<file path="src/rtl/assert_macros.svh">
// ---------------------------------------------------------------------------
// assert_macros.svh
// Assertion shorthands shared by the RTL files.
// ---------------------------------------------------------------------------
`ifndef ASSERT_MACROS_SVH
`define ASSERT_MACROS_SVH

// Condition that must hold at every clock edge outside reset.
`define ASSERT_ALWAYS(label, clk, rst, cond, msg) \
  label: assert property (@(posedge clk) disable iff (rst) (cond)) else $error(msg);

// Consequent that must hold in the cycle after the antecedent.
`define ASSERT_NEXT(label, clk, rst, ante, cons, msg) \
  label: assert property (@(posedge clk) disable iff (rst) (ante) |=> (cons)) \
    else $error(msg);

`endif

</file>
<file path="src/rtl/ured_pkg.sv">
// ---------------------------------------------------------------------------
// ured_pkg
// Types and constants shared by the receive deframer modules.
// ---------------------------------------------------------------------------
package ured_pkg;

  localparam int LEN_BITS     = 11;  // header length field width; lengths 1..2047
  localparam int OUT_LEN_BITS = 11;
  localparam int QDEPTH       = 4;
  localparam int QPTR_BITS    = $clog2(QDEPTH);
  localparam int QCNT_BITS    = $clog2(QDEPTH + 1);

  typedef enum logic [1:0] {
    PH_HEADER  = 2'd0,
    PH_PAYLOAD = 2'd1,
    PH_SKIP    = 2'd2
  } phase_t;

  typedef struct packed {
    logic [7:0] data_byte;
    logic       transfer_end;
  } in_word_t;

  typedef struct packed {
    logic [7:0]              payload_byte;
    logic                    frame_end;
    logic [OUT_LEN_BITS-1:0] frame_length;
  } out_word_t;

  typedef struct packed {
    logic      valid;
    out_word_t word;
  } q_wr_t;

endpackage

</file>
<file path="src/rtl/usb_ethernet_rx_deframer_unit.sv">
// ---------------------------------------------------------------------------
// usb_ethernet_rx_deframer_unit
// Splits a bulk-in byte stream into length/check headed frames.
// ---------------------------------------------------------------------------
// Input side is a queue write port: a byte with its end-of-transfer flag is
// taken at each edge where push is high and full is low. Result side is a
// queue read port: while empty is low the oldest payload word (byte,
// frame-end flag, frame length) sits on result and leaves when pop is high.
// Header bytes, dropped frames and skipped bytes give no result.
// One byte is taken per cycle while full is low. The parser writes a
// payload word into a four-word queue on the edge that takes its byte;
// the output register loads it once it heads the queue and the register
// is free or being popped. Queue and output register together hold five
// words; full rises only when the queue itself is full, i.e. after the
// consumer has held off pop long enough to fill it, and the parser stalls
// in place.
// Synchronous reset returns the parser to the header phase and empties the
// queue and output register; no clearing pass is needed.
// ---------------------------------------------------------------------------
module usb_ethernet_rx_deframer_unit (
  input  logic                 clk,
  input  logic                 rst,
  input  logic                 push,
  output logic                 full,
  input  ured_pkg::in_word_t   item,
  input  logic                 pop,
  output logic                 empty,
  output ured_pkg::out_word_t  result
);
  import ured_pkg::*;

  q_wr_t     wr;
  out_word_t rd_word;
  logic      rd, q_full, q_empty, accept;

  assign full   = q_full;
  assign accept = push && !q_full;

  ured_front u_front (
    .clk    (clk),
    .rst    (rst),
    .item   (item),
    .accept (accept),
    .wr     (wr)
  );

  ured_queue u_queue (
    .clk     (clk),
    .rst     (rst),
    .wr      (wr),
    .rd      (rd),
    .q_full  (q_full),
    .q_empty (q_empty),
    .rd_word (rd_word)
  );

  ured_back u_back (
    .clk     (clk),
    .rst     (rst),
    .q_empty (q_empty),
    .rd_word (rd_word),
    .rd      (rd),
    .pop     (pop),
    .empty   (empty),
    .result  (result)
  );

endmodule

</file>
<file path="src/rtl/ured_front.sv">
// ---------------------------------------------------------------------------
// ured_front
// Header parser: gathers the 4-byte header, checks it and tags payload bytes.
// ---------------------------------------------------------------------------
module ured_front (
  input  logic             clk,
  input  logic             rst,
  input  ured_pkg::in_word_t item,
  input  logic             accept,
  output ured_pkg::q_wr_t  wr
);
  import ured_pkg::*;

  phase_t              phase, phase_next;
  logic [1:0]          header_count, header_count_next;
  logic [23:0]         header_bytes, header_bytes_next;
  logic [LEN_BITS-1:0] remaining, remaining_next;
  logic [LEN_BITS-1:0] cur_len, cur_len_next;

  logic [LEN_BITS-1:0] hdr_len, hdr_inv, rem_dec;
  logic [15:0]         chk;

  assign hdr_len = header_bytes[LEN_BITS-1:0];
  assign chk     = {item.data_byte, header_bytes[23:16]};
  assign hdr_inv = ~chk[LEN_BITS-1:0];
  assign rem_dec = remaining - LEN_BITS'(1);

  always_ff @(posedge clk) begin
    if (rst) begin
      phase        <= PH_HEADER;
      header_count <= 2'd0;
      header_bytes <= '0;
      remaining    <= '0;
      cur_len      <= '0;
    end else begin
      phase        <= phase_next;
      header_count <= header_count_next;
      header_bytes <= header_bytes_next;
      remaining    <= remaining_next;
      cur_len      <= cur_len_next;
    end
  end

  always_comb begin
    phase_next             = phase;
    header_count_next      = header_count;
    header_bytes_next      = header_bytes;
    remaining_next         = remaining;
    cur_len_next           = cur_len;
    wr.valid               = 1'b0;
    wr.word.payload_byte   = item.data_byte;
    wr.word.frame_end      = (rem_dec == '0);
    wr.word.frame_length   = OUT_LEN_BITS'(cur_len);
    if (accept) begin
      case (phase)
        PH_PAYLOAD: begin
          wr.valid       = 1'b1;
          remaining_next = rem_dec;
          if (rem_dec == '0) begin
            phase_next        = PH_HEADER;
            header_count_next = 2'd0;
            header_bytes_next = '0;
          end
        end
        PH_SKIP: begin
          if (item.transfer_end) begin
            phase_next        = PH_HEADER;
            header_count_next = 2'd0;
            header_bytes_next = '0;
          end
        end
        default: begin
          // unused phase code behaves as header
          phase_next = PH_HEADER;
          if (header_count != 2'd3) begin
            case (header_count)
              2'd0:    header_bytes_next[7:0]   = item.data_byte;
              2'd1:    header_bytes_next[15:8]  = item.data_byte;
              default: header_bytes_next[23:16] = item.data_byte;
            endcase
            header_count_next = header_count + 2'd1;
            if (item.transfer_end) begin
              header_count_next = 2'd0;
              header_bytes_next = '0;
            end
          end else begin
            header_count_next = 2'd0;
            header_bytes_next = '0;
            if (hdr_len == '0 || hdr_len != hdr_inv) begin
              phase_next = item.transfer_end ? PH_HEADER : PH_SKIP;
            end else begin
              cur_len_next   = hdr_len;
              remaining_next = hdr_len;
              phase_next     = PH_PAYLOAD;
            end
          end
        end
      endcase
    end
  end

  `include "assert_macros.svh"

  `ASSERT_ALWAYS(a_pay_nonzero, clk, rst, (phase != PH_PAYLOAD) || (remaining != '0), "payload phase with nothing left")
  `ASSERT_NEXT(a_frame_close, clk, rst, wr.valid && wr.word.frame_end, (phase == PH_HEADER) && (header_count == 2'd0), "frame end did not return to header")

endmodule

</file>
<file path="src/rtl/ured_queue.sv">
// ---------------------------------------------------------------------------
// ured_queue
// Short flop queue between the header parser and the output stage.
// ---------------------------------------------------------------------------
module ured_queue (
  input  logic                 clk,
  input  logic                 rst,
  input  ured_pkg::q_wr_t      wr,
  input  logic                 rd,
  output logic                 q_full,
  output logic                 q_empty,
  output ured_pkg::out_word_t  rd_word
);
  import ured_pkg::*;

  out_word_t            entries [QDEPTH];
  logic [QPTR_BITS-1:0] wr_ptr, rd_ptr;
  logic [QCNT_BITS-1:0] count;

  assign q_full  = (count == QCNT_BITS'(QDEPTH));
  assign q_empty = (count == '0);
  assign rd_word = entries[rd_ptr];

  always_ff @(posedge clk) begin
    if (wr.valid) begin
      entries[wr_ptr] <= wr.word;
    end
  end

  always_ff @(posedge clk) begin
    if (rst) begin
      wr_ptr <= '0;
      rd_ptr <= '0;
      count  <= '0;
    end else begin
      if (wr.valid) begin
        wr_ptr <= wr_ptr + QPTR_BITS'(1);
      end
      if (rd) begin
        rd_ptr <= rd_ptr + QPTR_BITS'(1);
      end
      case ({wr.valid, rd})
        2'b10:   count <= count + QCNT_BITS'(1);
        2'b01:   count <= count - QCNT_BITS'(1);
        default: count <= count;
      endcase
    end
  end

  `include "assert_macros.svh"

  `ASSERT_ALWAYS(a_no_overflow, clk, rst, !(wr.valid && q_full), "write into full queue")
  `ASSERT_ALWAYS(a_no_underflow, clk, rst, !(rd && q_empty), "read from empty queue")

endmodule

</file>
<file path="src/rtl/ured_back.sv">
// ---------------------------------------------------------------------------
// ured_back
// Output stage: holds the oldest word for the consumer, refills from queue.
// ---------------------------------------------------------------------------
module ured_back (
  input  logic                 clk,
  input  logic                 rst,
  input  logic                 q_empty,
  input  ured_pkg::out_word_t  rd_word,
  output logic                 rd,
  input  logic                 pop,
  output logic                 empty,
  output ured_pkg::out_word_t  result
);
  import ured_pkg::*;

  logic      out_valid;
  out_word_t out_word;

  // refill when the register is free or being taken this cycle
  assign rd     = !q_empty && (!out_valid || pop);
  assign empty  = !out_valid;
  assign result = out_word;

  always_ff @(posedge clk) begin
    if (rst) begin
      out_valid <= 1'b0;
    end else if (rd) begin
      out_valid <= 1'b1;
    end else if (pop) begin
      out_valid <= 1'b0;
    end
  end

  always_ff @(posedge clk) begin
    if (rd) begin
      out_word <= rd_word;
    end
  end

endmodule
</file>
<file path="config.mk">
export PLATFORM = sky130hd
export DESIGN_NAME = usb_ethernet_rx_deframer_unit
export DESIGN_NICKNAME = d
export VERILOG_FILES = /design/src/rtl/ured_pkg.sv /design/src/rtl/usb_ethernet_rx_deframer_unit.sv /design/src/rtl/ured_front.sv /design/src/rtl/ured_queue.sv /design/src/rtl/ured_back.sv
export VERILOG_INCLUDE_DIRS = /design/src /design/src/rtl
export SDC_FILE = /design/constraint.sdc
export NUM_CORES = 1
export LEC_CHECK = 0
export ABC_CLOCK_PERIOD_IN_PS = 5300
export BUFFER_PORTS_ARGS = -buffer_cell sky130_fd_sc_hd__buf_4
export CAP_MARGIN = 30
export CORE_ASPECT_RATIO = 0.6
export CORE_MARGIN = 2
export CORE_UTILIZATION = 56
export CTS_BUF_LIST = sky130_fd_sc_hd__clkbuf_16
export DETAILED_ROUTE_END_ITERATION = 16
export PLACE_DENSITY = 0.76
export SETUP_SLACK_MARGIN = 0.3
export SLEW_MARGIN = 20
export SYNTH_ARGS = -nofsm -noshare
export SYNTH_HDL_FRONTEND = slang
export SYNTH_SLANG_ARGS = --single-unit
</file>
<file path="constraint.sdc">
create_clock -name clk -period 5.3 [get_ports clk]
set_clock_uncertainty 0.05 [all_clocks]
set_input_delay 1.06 -clock clk [delete_from_list [all_inputs] [get_ports clk]]
set_output_delay 1.06 -clock clk [all_outputs]
set_load 0.05 [all_outputs]
</file>
==> impl_summary.md, run 1 <==
CTS
For this design, the CTS-stage hold fixing added 0 buffers. The clock tree from TritonCTS is built. The clock buffer count from CTS is 17. Once the clock tree was built, the resizer swapped 0 gates to a different size. The tree built by TritonCTS fans out to 153 sinks. The number of post-CTS setup repair buffers is 0.

The H-tree generated during clock tree synthesis spans 4 levels. Clock tree synthesis selected as its root buffer the cell sky130_fd_sc_hd__clkbuf_16. No sink is reached through more buffers than the 2 on the longest clock path. The clock insertion delay at the later pin of the skew report is 420 ps. The clock transition at the register clock pins on the worst setup and hold paths after CTS is 60 ps.

Layout
The post-layout net count is 525. The area overhead of the layout relative to synthesis is 16.92%. The share of post-route cells with drive strength above 1 is 20.90%.

Summing all multi-input logic gate instances after layout gives 2127 um2. The sequential cells in the finished layout cover a total of 4064 um2. The number of inserted filler cells in the final layout is 817.

0 antenna diodes ended up in the layout.

Route
After detailed routing, the total wire length is 13.56 mm. In this run the remaining antenna-violating nets after routing total 0. After detailed routing, the number of remaining DRC violations is 0. The post-detailed-route via-to-cell ratio is 6.015. The total via count after detailed routing is 3946.

The first detailed-routing pass took 5 iterations. The count of routing violations after the opening detailed-route iteration is 373. The final routed wire length divided by cell count is 20.66 um.

Worst setup path
The launch instance of the worst register-to-register path is u_front.remaining[0]$_SDFFE_PP0P_. The count of cells along the worst register-to-register path is 9. On the critical path the largest part of the delay comes from simple AND/OR/NAND/NOR gates. Traced cell by cell, the critical path runs through buf_4, xor2_1, nand3_1, nor4_2, nand4_1, mux2i_1, nor2_1. The worst setup path is launched from an input port.

In this run the worst path has a maximum fanout of 11. For the worst setup path, the data arrival time is 3220 ps. The setup slack of the worst register-to-register path is 2420 ps.

The slowest stage of the critical path belongs to the cell sky130_fd_sc_hd__nand4_1. In this design, the stage delay of the slowest critical-path cell is 720 ps. Counting both buffers and inverters, the worst setup path holds a total of 1. The worst register-to-register path ends at u_front.phase[1]$_SDFFE_PP0P_. The critical path runs through a total of 7 cells. The worst setup path is captured at a flip-flop. STA puts the critical path data required time at 5540 ps.

The setup path with the least slack is of type input port to flip-flop.

STA
The final count of hold timing violations came to 0. Setup violations remaining at the end of the flow were counted as 0. At the pin with the least slew margin, the transition time is 771.7 ps. The final total negative setup slack is 0 ps. The worst max-slew margin expressed relative to the limit is 48.40%. The final-report max-slew violation count is 0.

Of the available clock period, the critical path in the final layout requires 56.12%. Setup repair after global routing left no endpoint under its margin. Derived from the worst setup path, the maximum achievable clock frequency is 0.3362 GHz.

The minimum period implied by the final worst setup slack is 2974 ps. The tightest hold path in the finished design has a slack of 429.6 ps.

Pwr
VDD sags by at most 0.0002296 V. The leakage power of the design is 0.002688 uW. For this design the ratio of total power to cell area is 480.4 nW/um2.

Global route
Entering global routing, the biggest net connects 29 pins. The wire length of the first global-routing pass is 21.29 mm. The global router's overall resource usage is 23.60%. The leftover overflow at the end of global routing is 0. The number of antenna violations at the first check in global routing came to 0.

The number of global-route vias before repair is 3790.

Synthesis
The mean instance size in the synthesized netlist is 13.91 um2. The gate count of the mapped netlist is 456. The fraction of registers with async set/reset is 0%.

The largest area contributor in the synthesized netlist is sky130_fd_sc_hd__edfxtp_1. The number of nets in the synthesized netlist is 482. In this run, synthesis inferred 100 flip-flops with an integrated enable. The sequential fraction of the synthesis area is 64.06%. The number of synthesized register bits is 153. For this run, the number of Yosys warnings is 0. The summed instance area of the synthesized netlist is 6344 um2. The number of distinct library cell variants in the gate-level netlist after synthesis is 51. Ranked by total cell area, the synthesized netlist is headed by sky130_fd_sc_hd__edfxtp_1 (47%), sky130_fd_sc_hd__dfxtp_1 (17%), sky130_fd_sc_hd__mux4_2 (7.1%). The commonest register cell after synthesis is sky130_fd_sc_hd__edfxtp_1. The area share of the largest cell type after synthesis is 47.34%.

Worst hold path
The beginning of the worst hold path is u_front.header_bytes[20]$_SDFFE_PP0P_. The worst hold path belongs to the class flip-flop to flip-flop. The hold-critical path depth is 2. The end of the worst hold path is u_front.header_bytes[20]$_SDFFE_PP0P_.

Floorplan
The die covers 12220 um2. The total core area is 11190 um2. The number of cell rows is 30. For this configuration, the core starts out at a cell density of 56.71%. The top-level port count is 35. Measured along the x axis, the die boundary spans 141.4 um. The die extent in y is 86.44 um.

Place
The congestion estimate from routability-driven global placement came to 0.9405. During placement, the flow inserted port buffers numbering 34. Detailed placement ended at an HPWL of 9.109 mm.

Run
The max capacitance violation total is 0.

Run status
The run finished with clean final reports.
==> worst reg2reg max path: stages (launching register included) <==
cell and delay (ps):
sky130_fd_sc_hd__dfxtp_1 400, sky130_fd_sc_hd__inv_1 130, sky130_fd_sc_hd__ha_1 320, sky130_fd_sc_hd__nor4b_2 560, sky130_fd_sc_hd__nand4_1 170, sky130_fd_sc_hd__a221oi_1 290
sky130_fd_sc_hd__a21oi_1 120, sky130_fd_sc_hd__buf_4 220, sky130_fd_sc_hd__or4_1 420, sky130_fd_sc_hd__a21oi_1 150
==> logic make-up after synthesis <==
group           Yosys count  synth area share, %
mux                      52                12.15
simple gates            129                10.83
compound gates           55                5.602
xor+xnor                 16                2.209
fa+ha+maj                13                2.682
buf+inv                  38                2.466
flops                   153                64.06
==> through the flow <==
stage	util (%)	instance area, um2	power (uW)	cells	worst slack [ps]
2_1_floorplan	-	6344	2093	456	1498
3_3_place_gp	60.15	6728	2320	619	2057
3_5_place_dp	60.82	6803	2344	624	1855
4_1_cts	66.31	7417	3587	656	2323
5_1_grt	66.31	7417	3685	656	2069
6_report	66.31	7417	3563	656	2326
==> worst max path at each step <==
stage                       start                              end  slack [ps]
after floorplan               pop    u_queue.count[2]$_SDFFE_PP0P_        1500
after global placement    item[2]  u_front.cur_len[7]$_SDFFE_PP0P_        2060
after detailed placement  item[2]  u_front.cur_len[6]$_SDFFE_PP0P_        1850
after CTS                 item[2]  u_front.cur_len[6]$_SDFFE_PP0P_        2320
after global routing      item[2]  u_front.cur_len[5]$_SDFFE_PP0P_        2070
final                     item[2]  u_front.cur_len[6]$_SDFFE_PP0P_        2330
==> report_power, final <==
part / internal (uW) / switching, uW / total, uW
Combinational: 282 / 560 / 842
Clock: 752 / 492 / 1240
Sequential: 1410 / 67.5 / 1480
==> registers in the layout, indices dropped and copies added, names as in the netlist <==
signal and cells:
u_queue.count 3, u_front.header_count 2, u_front.remaining 11, u_front.header_bytes 19, u_front.phase 2, u_front.cur_len 11, u_queue.entries 80, u_queue.rd_ptr 2
u_back.out_valid 1, u_back.result 20, u_queue.wr_ptr 2
==> cells in the mapped netlist (6+ instances only) <==
master / count
sky130_fd_sc_hd__a21oi_1: 19
sky130_fd_sc_hd__and3_1: 6
sky130_fd_sc_hd__clkbuf_1: 13
sky130_fd_sc_hd__dfxtp_1: 53
sky130_fd_sc_hd__edfxtp_1: 100
sky130_fd_sc_hd__ha_1: 12
sky130_fd_sc_hd__inv_1: 17
sky130_fd_sc_hd__mux2i_1: 32
sky130_fd_sc_hd__mux4_2: 20
sky130_fd_sc_hd__nand2_1: 42
sky130_fd_sc_hd__nand3_1: 8
sky130_fd_sc_hd__nor2_1: 30
sky130_fd_sc_hd__nor3_1: 9
sky130_fd_sc_hd__o21ai_0: 7
sky130_fd_sc_hd__o22ai_1: 8
sky130_fd_sc_hd__o31ai_1: 6
sky130_fd_sc_hd__xor2_1: 14
==> cell usage in the layout, fill, tap and decap left out, types with 7 or more instances in the layout <==
| cell | n |
|---|---|
| sky130_fd_sc_hd__mux4_2 | 20 |
| sky130_fd_sc_hd__inv_1 | 18 |
| sky130_fd_sc_hd__a21oi_1 | 18 |
| sky130_fd_sc_hd__mux2i_1 | 32 |
| sky130_fd_sc_hd__edfxtp_1 | 100 |
| sky130_fd_sc_hd__ha_1 | 12 |
| sky130_fd_sc_hd__o22ai_1 | 8 |
| sky130_fd_sc_hd__clkbuf_16 | 17 |
| sky130_fd_sc_hd__nand3_1 | 8 |
| sky130_fd_sc_hd__xor2_1 | 14 |
| sky130_fd_sc_hd__o21ai_0 | 7 |
| sky130_fd_sc_hd__dfxtp_1 | 53 |
| sky130_fd_sc_hd__buf_4 | 38 |
| sky130_fd_sc_hd__nor3_1 | 9 |
| sky130_fd_sc_hd__nand2_1 | 42 |
| sky130_fd_sc_hd__nor2_1 | 30 |
==> layer usage <==
layer,routed length [um],share of wire [%],GRT usage (%),up-vias
met5,0,0,0,-
met4,148,1.1,6.364,0
met3,978,7.2,6.575,17
met2,6232,46,36.23,151
met1,6197,46,33.68,1962
li1,-,-,-,1816
==> layout make-up <==
| type | instances | share of cell area, % |
|---|---|---|
| sequential | 153 | 54.79 |
| tap | 144 | 2.429 |
| clock inverter | 15 | 2.547 |
| clock buffer | 17 | 5.735 |
| multi-input combinational | 265 | 28.68 |
| inverter | 19 | 0.9615 |
| timing repair buffer | 43 | 4.858 |
No activity file was read; power rests on OpenSTA's default activity.
==> inputs of run 2 (changes only) <==
--- a/config.mk
+++ b/config.mk
@@ -6,15 +6,15 @@
 export SDC_FILE = /design/constraint.sdc
 export NUM_CORES = 1
 export LEC_CHECK = 0
-export ABC_CLOCK_PERIOD_IN_PS = 5300
+export ABC_CLOCK_PERIOD_IN_PS = 2650
 export BUFFER_PORTS_ARGS = -buffer_cell sky130_fd_sc_hd__buf_4
 export CAP_MARGIN = 30
 export CORE_ASPECT_RATIO = 0.6
 export CORE_MARGIN = 2
-export CORE_UTILIZATION = 56
+export CORE_UTILIZATION = 55
 export CTS_BUF_LIST = sky130_fd_sc_hd__clkbuf_16
 export DETAILED_ROUTE_END_ITERATION = 16
-export PLACE_DENSITY = 0.76
+export PLACE_DENSITY = 0.78
 export SETUP_SLACK_MARGIN = 0.3
 export SLEW_MARGIN = 20
 export SYNTH_ARGS = -nofsm -noshare
==> constraint.sdc (replaced) <==
create_clock -name clk -period 2.65 [get_ports clk]
set_clock_uncertainty 0.05 [all_clocks]
set_input_delay 0.53 -clock clk [delete_from_list [all_inputs] [get_ports clk]]
set_output_delay 0.53 -clock clk [all_outputs]
set_load 0.05 [all_outputs]
==> run 2 against run 1 <==
  * Hold slack lost 150 ps
  * Sequential cell count is the same
  * Register-to-register slack lost 2100 ps
  * Core utilization grew 2.4 points
  * Largest cell class unchanged
  * Cell count grew 4.4%
  * Global-route usage grew 0.84 points
  * Highest routed layer unchanged
==> impl_summary.md, run 2 (synthesis results as in run 1) <==
Worst setup path
The startpoint class of the critical path is a flip-flop. The critical-path maximum fanout is 8 (-3). The critical path data required time is 2950 ps (-2590 ps). The launch instance of the worst register-to-register path is u_front.remaining[4]$_SDFFE_PP0P_.

The critical path is of the flip-flop to flip-flop type. The nature of the critical path endpoint is a flip-flop. The worst endpoint data arrival time is 2630 ps (-590 ps). The startpoint of the most critical setup path is u_front.remaining[4]$_SDFFE_PP0P_.

Layout
Relative to the synthesized area, the layout overhead comes to 21.89%. The post-layout net count is 554 (+5.5%). Leaving out fill and tap cells, the most frequent cell in the layout is sky130_fd_sc_hd__edfxtp_1.

The area used by multi-input combinational logic is 2241 um2 (+5.4%). The share of post-route cells with drive strength above 1 is 30.13% (+9.2 points). The flip-flop count of the largest register after layout is 80 (unchanged). Leaving out fill and tap cells, the most frequent cells in the layout are sky130_fd_sc_hd__edfxtp_1 (100), sky130_fd_sc_hd__buf_4 (69), sky130_fd_sc_hd__dfxtp_1 (44). The antenna diode count came to 0 (unchanged). The final standard cell utilization of the core is 68.67% (+2.4 points). The number of inserted filler cells in the final layout is 761 (-6.9%).

The area taken by flip-flops and latches is 4085 um2 (+0.52%). More flip-flops sit in one register than any other, and that register is u_queue.entries.

CTS
The maximum level of the CTS H-tree was 4 (unchanged). The clock insertion delay at the later pin of the skew report is 420 ps (about the same). The number of buffers inserted by hold repair at cts is 0 (unchanged). The number of clock sinks is 153 (unchanged). The maximum number of buffers from clock root to sink was 2 (unchanged).

The clock buffer count from CTS is 17 (unchanged). The clock transition at the register clock pins on the worst setup and hold paths after CTS is 70 ps (about the same). In this run the clock root is driven by a sky130_fd_sc_hd__clkbuf_16.

TritonCTS built the clock tree.

Route
The length of the first detailed-routing pass in iterations is 4 (-1). The post-detailed-route count of antenna-violating nets is 0 (unchanged). The total via count after detailed routing is 3996 (+1.3%). The count of routing violations after the opening detailed-route iteration is 268 (-28%). The final routed wire length divided by cell count is 20.39 um (-1.3%).

The count of unresolved DRC violations after routing is 0 (unchanged). The total detailed-routing wirelength came to 13.97 mm (+3.1%). The post-detailed-route via-to-cell ratio came to 5.834 (-3.0%).

STA
The count of endpoints failing setup in the final report was 0 (unchanged). Derived from the worst setup path, the maximum achievable clock frequency is 0.4298 GHz. The setup slack after layout is 323.4 ps (-2002 ps). The actual slew at the worst max-slew pin came to 738.4 ps (-33.32 ps). The final total negative setup slack is 0 ps (unchanged).

The final count of hold timing violations came to 0 (unchanged). The minimum period implied by the final worst setup slack is 2327 ps. The worst slack on hold paths is 275.3 ps (-154.3 ps). The worst max-slew margin expressed relative to the limit is 50.72% (+2.3 points). The final-report max-slew violation count is 0 (unchanged). Setup repair after global routing could not meet its margin everywhere. The final critical path takes up 87.80% of the cycle.

Floorplan
The area of the die was 12440 um2 (+1.8%). The number of cell rows was 30 (unchanged). The top-level port count was 35 (unchanged). The total core area is 11260 um2 (+0.67%).

The overall die width is 142.6 um (+0.88%). The initial core utilization is 56.33% (-0.38 points). The die extent in y came to 87.19 um (+0.87%).

Global route
The most heavily used metal layer in global routing is met2. The number of global-route vias before repair is 4019 (+6.0%). The global router's overall resource usage is 24.44% (+0.84 points).

The number of antenna violations at the first check in global routing is 0 (unchanged). The wire length of the first global-routing pass is 22.14 mm (+4.0%). The leftover overflow at the end of global routing is 0 (unchanged).

The met1 demand-to-capacity share in global routing is 33.27% (-0.41 points). The met2 layer usage reported by global route is 38.55% (+2.3 points). The met3 routing resource usage after global routing is 7.697% (+1.1 points).

The pin count of the biggest net entering global routing is 29 (unchanged).

Place
The post-DP HPWL is 9.070 mm (-0.42%). The final weighted congestion of routability-driven global placement was 0.9103 (-3.2%). The number of buffers added on ports is 34 (unchanged). The worst slack after detailed placement is 92.44 ps (-1762 ps).

Pwr
The power density normalized to cell area is 929.5 nW/um2 (+93%). The peak supply drop is 0.0006717 V (+190%). The leakage power of the design is 0.002857 uW (+6.3%).

Worst hold path
The worst hold path begins at item[6]. The class of the most critical hold timing path is input port to flip-flop.

Run status
The run finished with clean final reports.

Run
The max capacitance violation total is 0 (unchanged).
## run 2: cell count changes in the layout (fill, tap and decap cells not counted), moves of 4 or more
| cell | change |
|---|---|
| sky130_fd_sc_hd__dfxtp_4 | +4 |
| sky130_fd_sc_hd__buf_4 | +31 |
| sky130_fd_sc_hd__dfxtp_1 | -9 |
| sky130_fd_sc_hd__dfxtp_2 | +5 |
| sky130_fd_sc_hd__buf_8 | -5 |
| sky130_fd_sc_hd__inv_1 | -4 |
## run 2: worst max-delay path, stage by stage, from the launching register on
cell                       delay, ps
sky130_fd_sc_hd__dfxtp_4         340
sky130_fd_sc_hd__or3_4           390
sky130_fd_sc_hd__buf_4           150
sky130_fd_sc_hd__o31a_1          300
sky130_fd_sc_hd__a311oi_2        220
sky130_fd_sc_hd__a21oi_2         120
sky130_fd_sc_hd__buf_12          170
sky130_fd_sc_hd__or4_4           420
sky130_fd_sc_hd__a21oi_2         110
## run 2: final timing paths
path                                                              end  slack, ps  cells past startpoint
worst min-delay path                 u_queue.entries[3][17]$_DFFE_PP_        280                      1
worst min register to register  u_front.header_bytes[22]$_SDFFE_PP0P_        440                      2
worst max-delay path                    u_front.phase[1]$_SDFFE_PP0P_        320                      8
worst max register to register          u_front.phase[1]$_SDFFE_PP0P_        320                      8
## run 2: report_power, final
part	internal [uW]	leakage (uW)	switching (uW)	total, uW
clock network	1410	0.000286	999	2410
logic	662	0.00127	1180	1850
registers	2820	0.00130	116	2930
## run 2: area by class of cell
type,count,area share (%)
repair buffers,72,7.249
well taps,144,2.330
flip-flops and latches,153,52.83
clock buffers,17,5.502
inverters,19,0.9871
clock inverters,15,2.120
multi-input cells,265,28.98
## run 2: metal layers
layer | up-vias | part of all wire [%]
li1 | 1864 | -
met1 | 1965 | 44
met2 | 156 | 47
met3 | 11 | 7.9
met4 | 0 | 0.97
met5 | - | 0
## run 2: through the flow
stage / power (uW) / area [um2] / std cells
after global placement: 4740 / 6945 / 640
after global routing: 7453 / 7732 / 685
after floorplan: 4238 / 6395 / 456
final: 7187 / 7732 / 685
after CTS: 7216 / 7621 / 677
after detailed placement: 4783 / 6945 / 640
## run 2: timing repair
| action | in CTS | in global routing |
|---|---|---|
| gates resized for setup | 14 | 16 |
| setup buffers | 5 | 8 |
| endpoints found under the setup margin | 23 | 40 |
| pin swaps | 5 | 5 |
==> inputs of run 3 (changes only) <==
--- a/config.mk
+++ b/config.mk
@@ -6,15 +6,16 @@
 export SDC_FILE = /design/constraint.sdc
 export NUM_CORES = 1
 export LEC_CHECK = 0
-export ABC_CLOCK_PERIOD_IN_PS = 2650
+export ABC_CLOCK_PERIOD_IN_PS = 2400
 export BUFFER_PORTS_ARGS = -buffer_cell sky130_fd_sc_hd__buf_4
 export CAP_MARGIN = 30
 export CORE_ASPECT_RATIO = 0.6
 export CORE_MARGIN = 2
-export CORE_UTILIZATION = 55
+export CORE_UTILIZATION = 50
 export CTS_BUF_LIST = sky130_fd_sc_hd__clkbuf_16
 export DETAILED_ROUTE_END_ITERATION = 16
-export PLACE_DENSITY = 0.78
+export PLACE_DENSITY = 0.69
+export RECOVER_POWER = 50
 export SETUP_SLACK_MARGIN = 0.3
 export SLEW_MARGIN = 20
 export SYNTH_ARGS = -nofsm -noshare
==> constraint.sdc (replaced) <==
create_clock -name clk -period 2.4 [get_ports clk]
set_clock_uncertainty 0.05 [all_clocks]
set_input_delay 0.48 -clock clk [delete_from_list [all_inputs] [get_ports clk]]
set_output_delay 0.48 -clock clk [all_outputs]
set_load 0.05 [all_outputs]
==> run 3 against run 2 <==
  * Critical path depth up 1
  * Largest power group unchanged
  * Wire length is 2.8% higher
  * Global-route usage is 2.1 points lower
  * Total power increased by 7.9%
  * Sequential cell count did not move
  * Sequential share of layout area shrank 0.20 points
  * Combinational power barely moved
==> impl_summary.md, run 3 (synthesis results as in run 1) <==
Layout
The number of inserted filler cells in the final layout was 937 (+23%). The antenna diode count is 0 (unchanged). The register containing the most flip-flops in the final layout is u_queue.entries. The post-layout net count is 567 (+2.3%).

The most common library cell in the layout ignoring fill and taps is sky130_fd_sc_hd__edfxtp_1. The final instance area is 7776 um2 (+0.57%). The share of post-route cells with drive strength above 1 was 28.52% (-1.6 points). The flip-flop count of the largest register after layout is 80 (unchanged). The library cells used most frequently in the layout, excluding fill and tap cells, are sky130_fd_sc_hd__edfxtp_1 (100), sky130_fd_sc_hd__nand2_1 (41), sky130_fd_sc_hd__buf_4 (41). The area growth from synthesis to layout is 22.58%.

Route
The post-detailed-route via-to-cell ratio is 5.677 (-2.7%). The total via count after detailed routing is 4082 (+2.2%). The post-detailed-route count of antenna-violating nets is 0 (unchanged).

The total detailed-routing wirelength is 14.37 mm (+2.8%). The count of routing violations after the opening detailed-route iteration is 255 (-4.9%). The count of unresolved DRC violations after routing was 0 (unchanged).

The length of the first detailed-routing pass in iterations is 4 (unchanged). The final routed wire length divided by cell count is 19.98 um (-2.0%).

STA
The final count of hold timing violations was 0 (unchanged). Setup repair after global routing could not meet its margin everywhere. The actual slew at the worst max-slew pin came to 1127 ps (+388.2 ps). The count of endpoints failing setup in the final report is 0 (unchanged). The worst slack on hold paths is 315.8 ps (+40.49 ps). The final critical-path share of the clock period came to 96.29% (+8.5 points). The fmax is 0.4327 GHz (+0.68%). The final-report max-slew violation count is 0 (unchanged). The minimum period implied by the final worst setup slack is 2311 ps (-15.70 ps). The worst max-slew margin expressed relative to the limit is 24.89% (-26 points). The final total negative setup slack is 0 ps (unchanged).

Worst hold path
The class of the most critical hold timing path is input port to flip-flop.

Pwr
The leakage power of the design is 0.002813 uW (-1.6%). The overall power after layout was 7758 uW (+7.9%). The power density normalized to cell area is 997.7 nW/um2 (+7.3%). The peak supply drop is 0.0007243 V (+7.8%).

Floorplan
The top-level port count came to 35 (unchanged). The overall die width is 149.4 um (+4.7%). The number of cell rows is 31 (+3.3%). The total core area was 12220 um2 (+8.5%).

The initial core utilization is 51.92% (-4.4 points). The die extent in y was 91.25 um (+4.7%). The area of the die is 13630 um2 (+9.6%).

Worst setup path
The worst endpoint data arrival time was 2600 ps (-30 ps). The critical-path maximum fanout is 6 (-2). The startpoint class of the critical path is a flip-flop. The critical path data required time is 2690 ps (-260 ps). The kind of critical path is flip-flop to flip-flop. The setup slack of the worst register-to-register path is 90 ps (-230 ps). The nature of the critical path endpoint is a flip-flop.

CTS
The clock transition at the register clock pins on the worst setup and hold paths after CTS came to 70 ps (about the same). The maximum number of buffers from clock root to sink was 2 (unchanged). The clock insertion delay at the later pin of the skew report was 420 ps (about the same). The clock buffer count from CTS is 17 (unchanged). The maximum level of the CTS H-tree was 4 (unchanged). The number of clock sinks is 153 (unchanged).

TritonCTS built the clock tree. The cell chosen for the clock root is sky130_fd_sc_hd__clkbuf_16. The number of buffers inserted by hold repair at cts is 0 (unchanged).

Place
The cell area reported after detailed placement is 7091 um2 (+2.1%). The post-DP HPWL is 9.283 mm (+2.3%). The number of buffers added on ports is 34 (unchanged). The final weighted congestion of routability-driven global placement is 0.9145 (+0.46%).

Global route
The global router's overall resource usage is 22.32% (-2.1 points). The leftover overflow at the end of global routing is 0 (unchanged). The pin count of the biggest net entering global routing is 29 (unchanged).

The number of antenna violations at the first check in global routing is 0 (unchanged). The wire length of the first global-routing pass is 22.71 mm (+2.6%). The number of global-route vias before repair was 4156 (+3.4%).

Run
The max capacitance violation total is 0 (unchanged).

Run status
The run finished with clean final reports.
run 3: cell types whose count changed in the layout (fill, tap and decap cells not counted), sizes merged:
cell      before  now
clkinv         4    5
clkbuf        17   50
clkinvlp       2    1
buf           72   52
inv           26   27
bufinv         2    1
run 3: layout make-up:
type,instances,area [um2],share of cell area (%)
sequential,153,4093,52.63
inverter,19,73.82,0.9493
timing repair buffer,85,558.0,7.176
multi-input combinational,265,2260,29.06
clock buffer,17,425.4,5.471
tap,165,206.4,2.655
clock inverter,15,160.2,2.060
run 3: timing repair:
item / 4_1_cts / 5_1_grt
setup endpoints to repair: 25 / 42
resized for setup: 8 / 39
setup buffers: 6 / 8
pin swaps: 7 / 9
cloned: 0 / 1
hold endpoints to repair: 0 / 0
run 3: per-stage QoR:
stage	utilization (%)	std cells	worst slack [ps]
finish	63.65	719	89.09
floorplan	-	456	65.55
detailed placement	58.03	672	56.48
global placement	58.03	672	90.08
CTS	63.34	710	130.6
global route	63.65	719	38.54
run 3: power breakdown:
group | total [uW] | switching [uW] | internal, uW
registers | 3230 | 117 | 3120
clock network | 2640 | 1170 | 1470
logic | 1880 | 1310 | 570
total | 7760 | 2600 | 5160
run 3: path summary, 6_finish.rpt:
kind,startpoint,endpoint,cells after the start
hold reg to reg,u_front.header_bytes[19]$_SDFFE_PP0P_,u_front.header_bytes[19]$_SDFFE_PP0P_,2
setup reg to reg,u_queue.count[0]$_SDFFE_PP0P_,u_queue.count[2]$_SDFFE_PP0P_,9
setup / recovery,u_queue.count[0]$_SDFFE_PP0P_,u_queue.count[2]$_SDFFE_PP0P_,9
hold / removal,item[0],u_front.phase[1]$_SDFFE_PP0P_,3
run 3: per-layer routing:
metal / up-vias / wire, um / track usage (%)
li1: 1892 / - / -
met1: 2080 / 6957 / 31.78
met2: 97 / 6637 / 34.33
met3: 13 / 631 / 5.025
met4: 0 / 140 / 7.063
met5: - / 0 / 0
run 3: worst max-delay path: stages, from the launching register on:
cell and delay (ps):
sky130_fd_sc_hd__dfxtp_1 350, sky130_fd_sc_hd__nor3b_1 480, sky130_fd_sc_hd__nor2_4 110, sky130_fd_sc_hd__nand2_4 110
sky130_fd_sc_hd__ha_4 140, sky130_fd_sc_hd__inv_2 40, sky130_fd_sc_hd__fa_2 330, sky130_fd_sc_hd__xor2_1 160
sky130_fd_sc_hd__or3_1 330, sky130_fd_sc_hd__a21oi_1 140
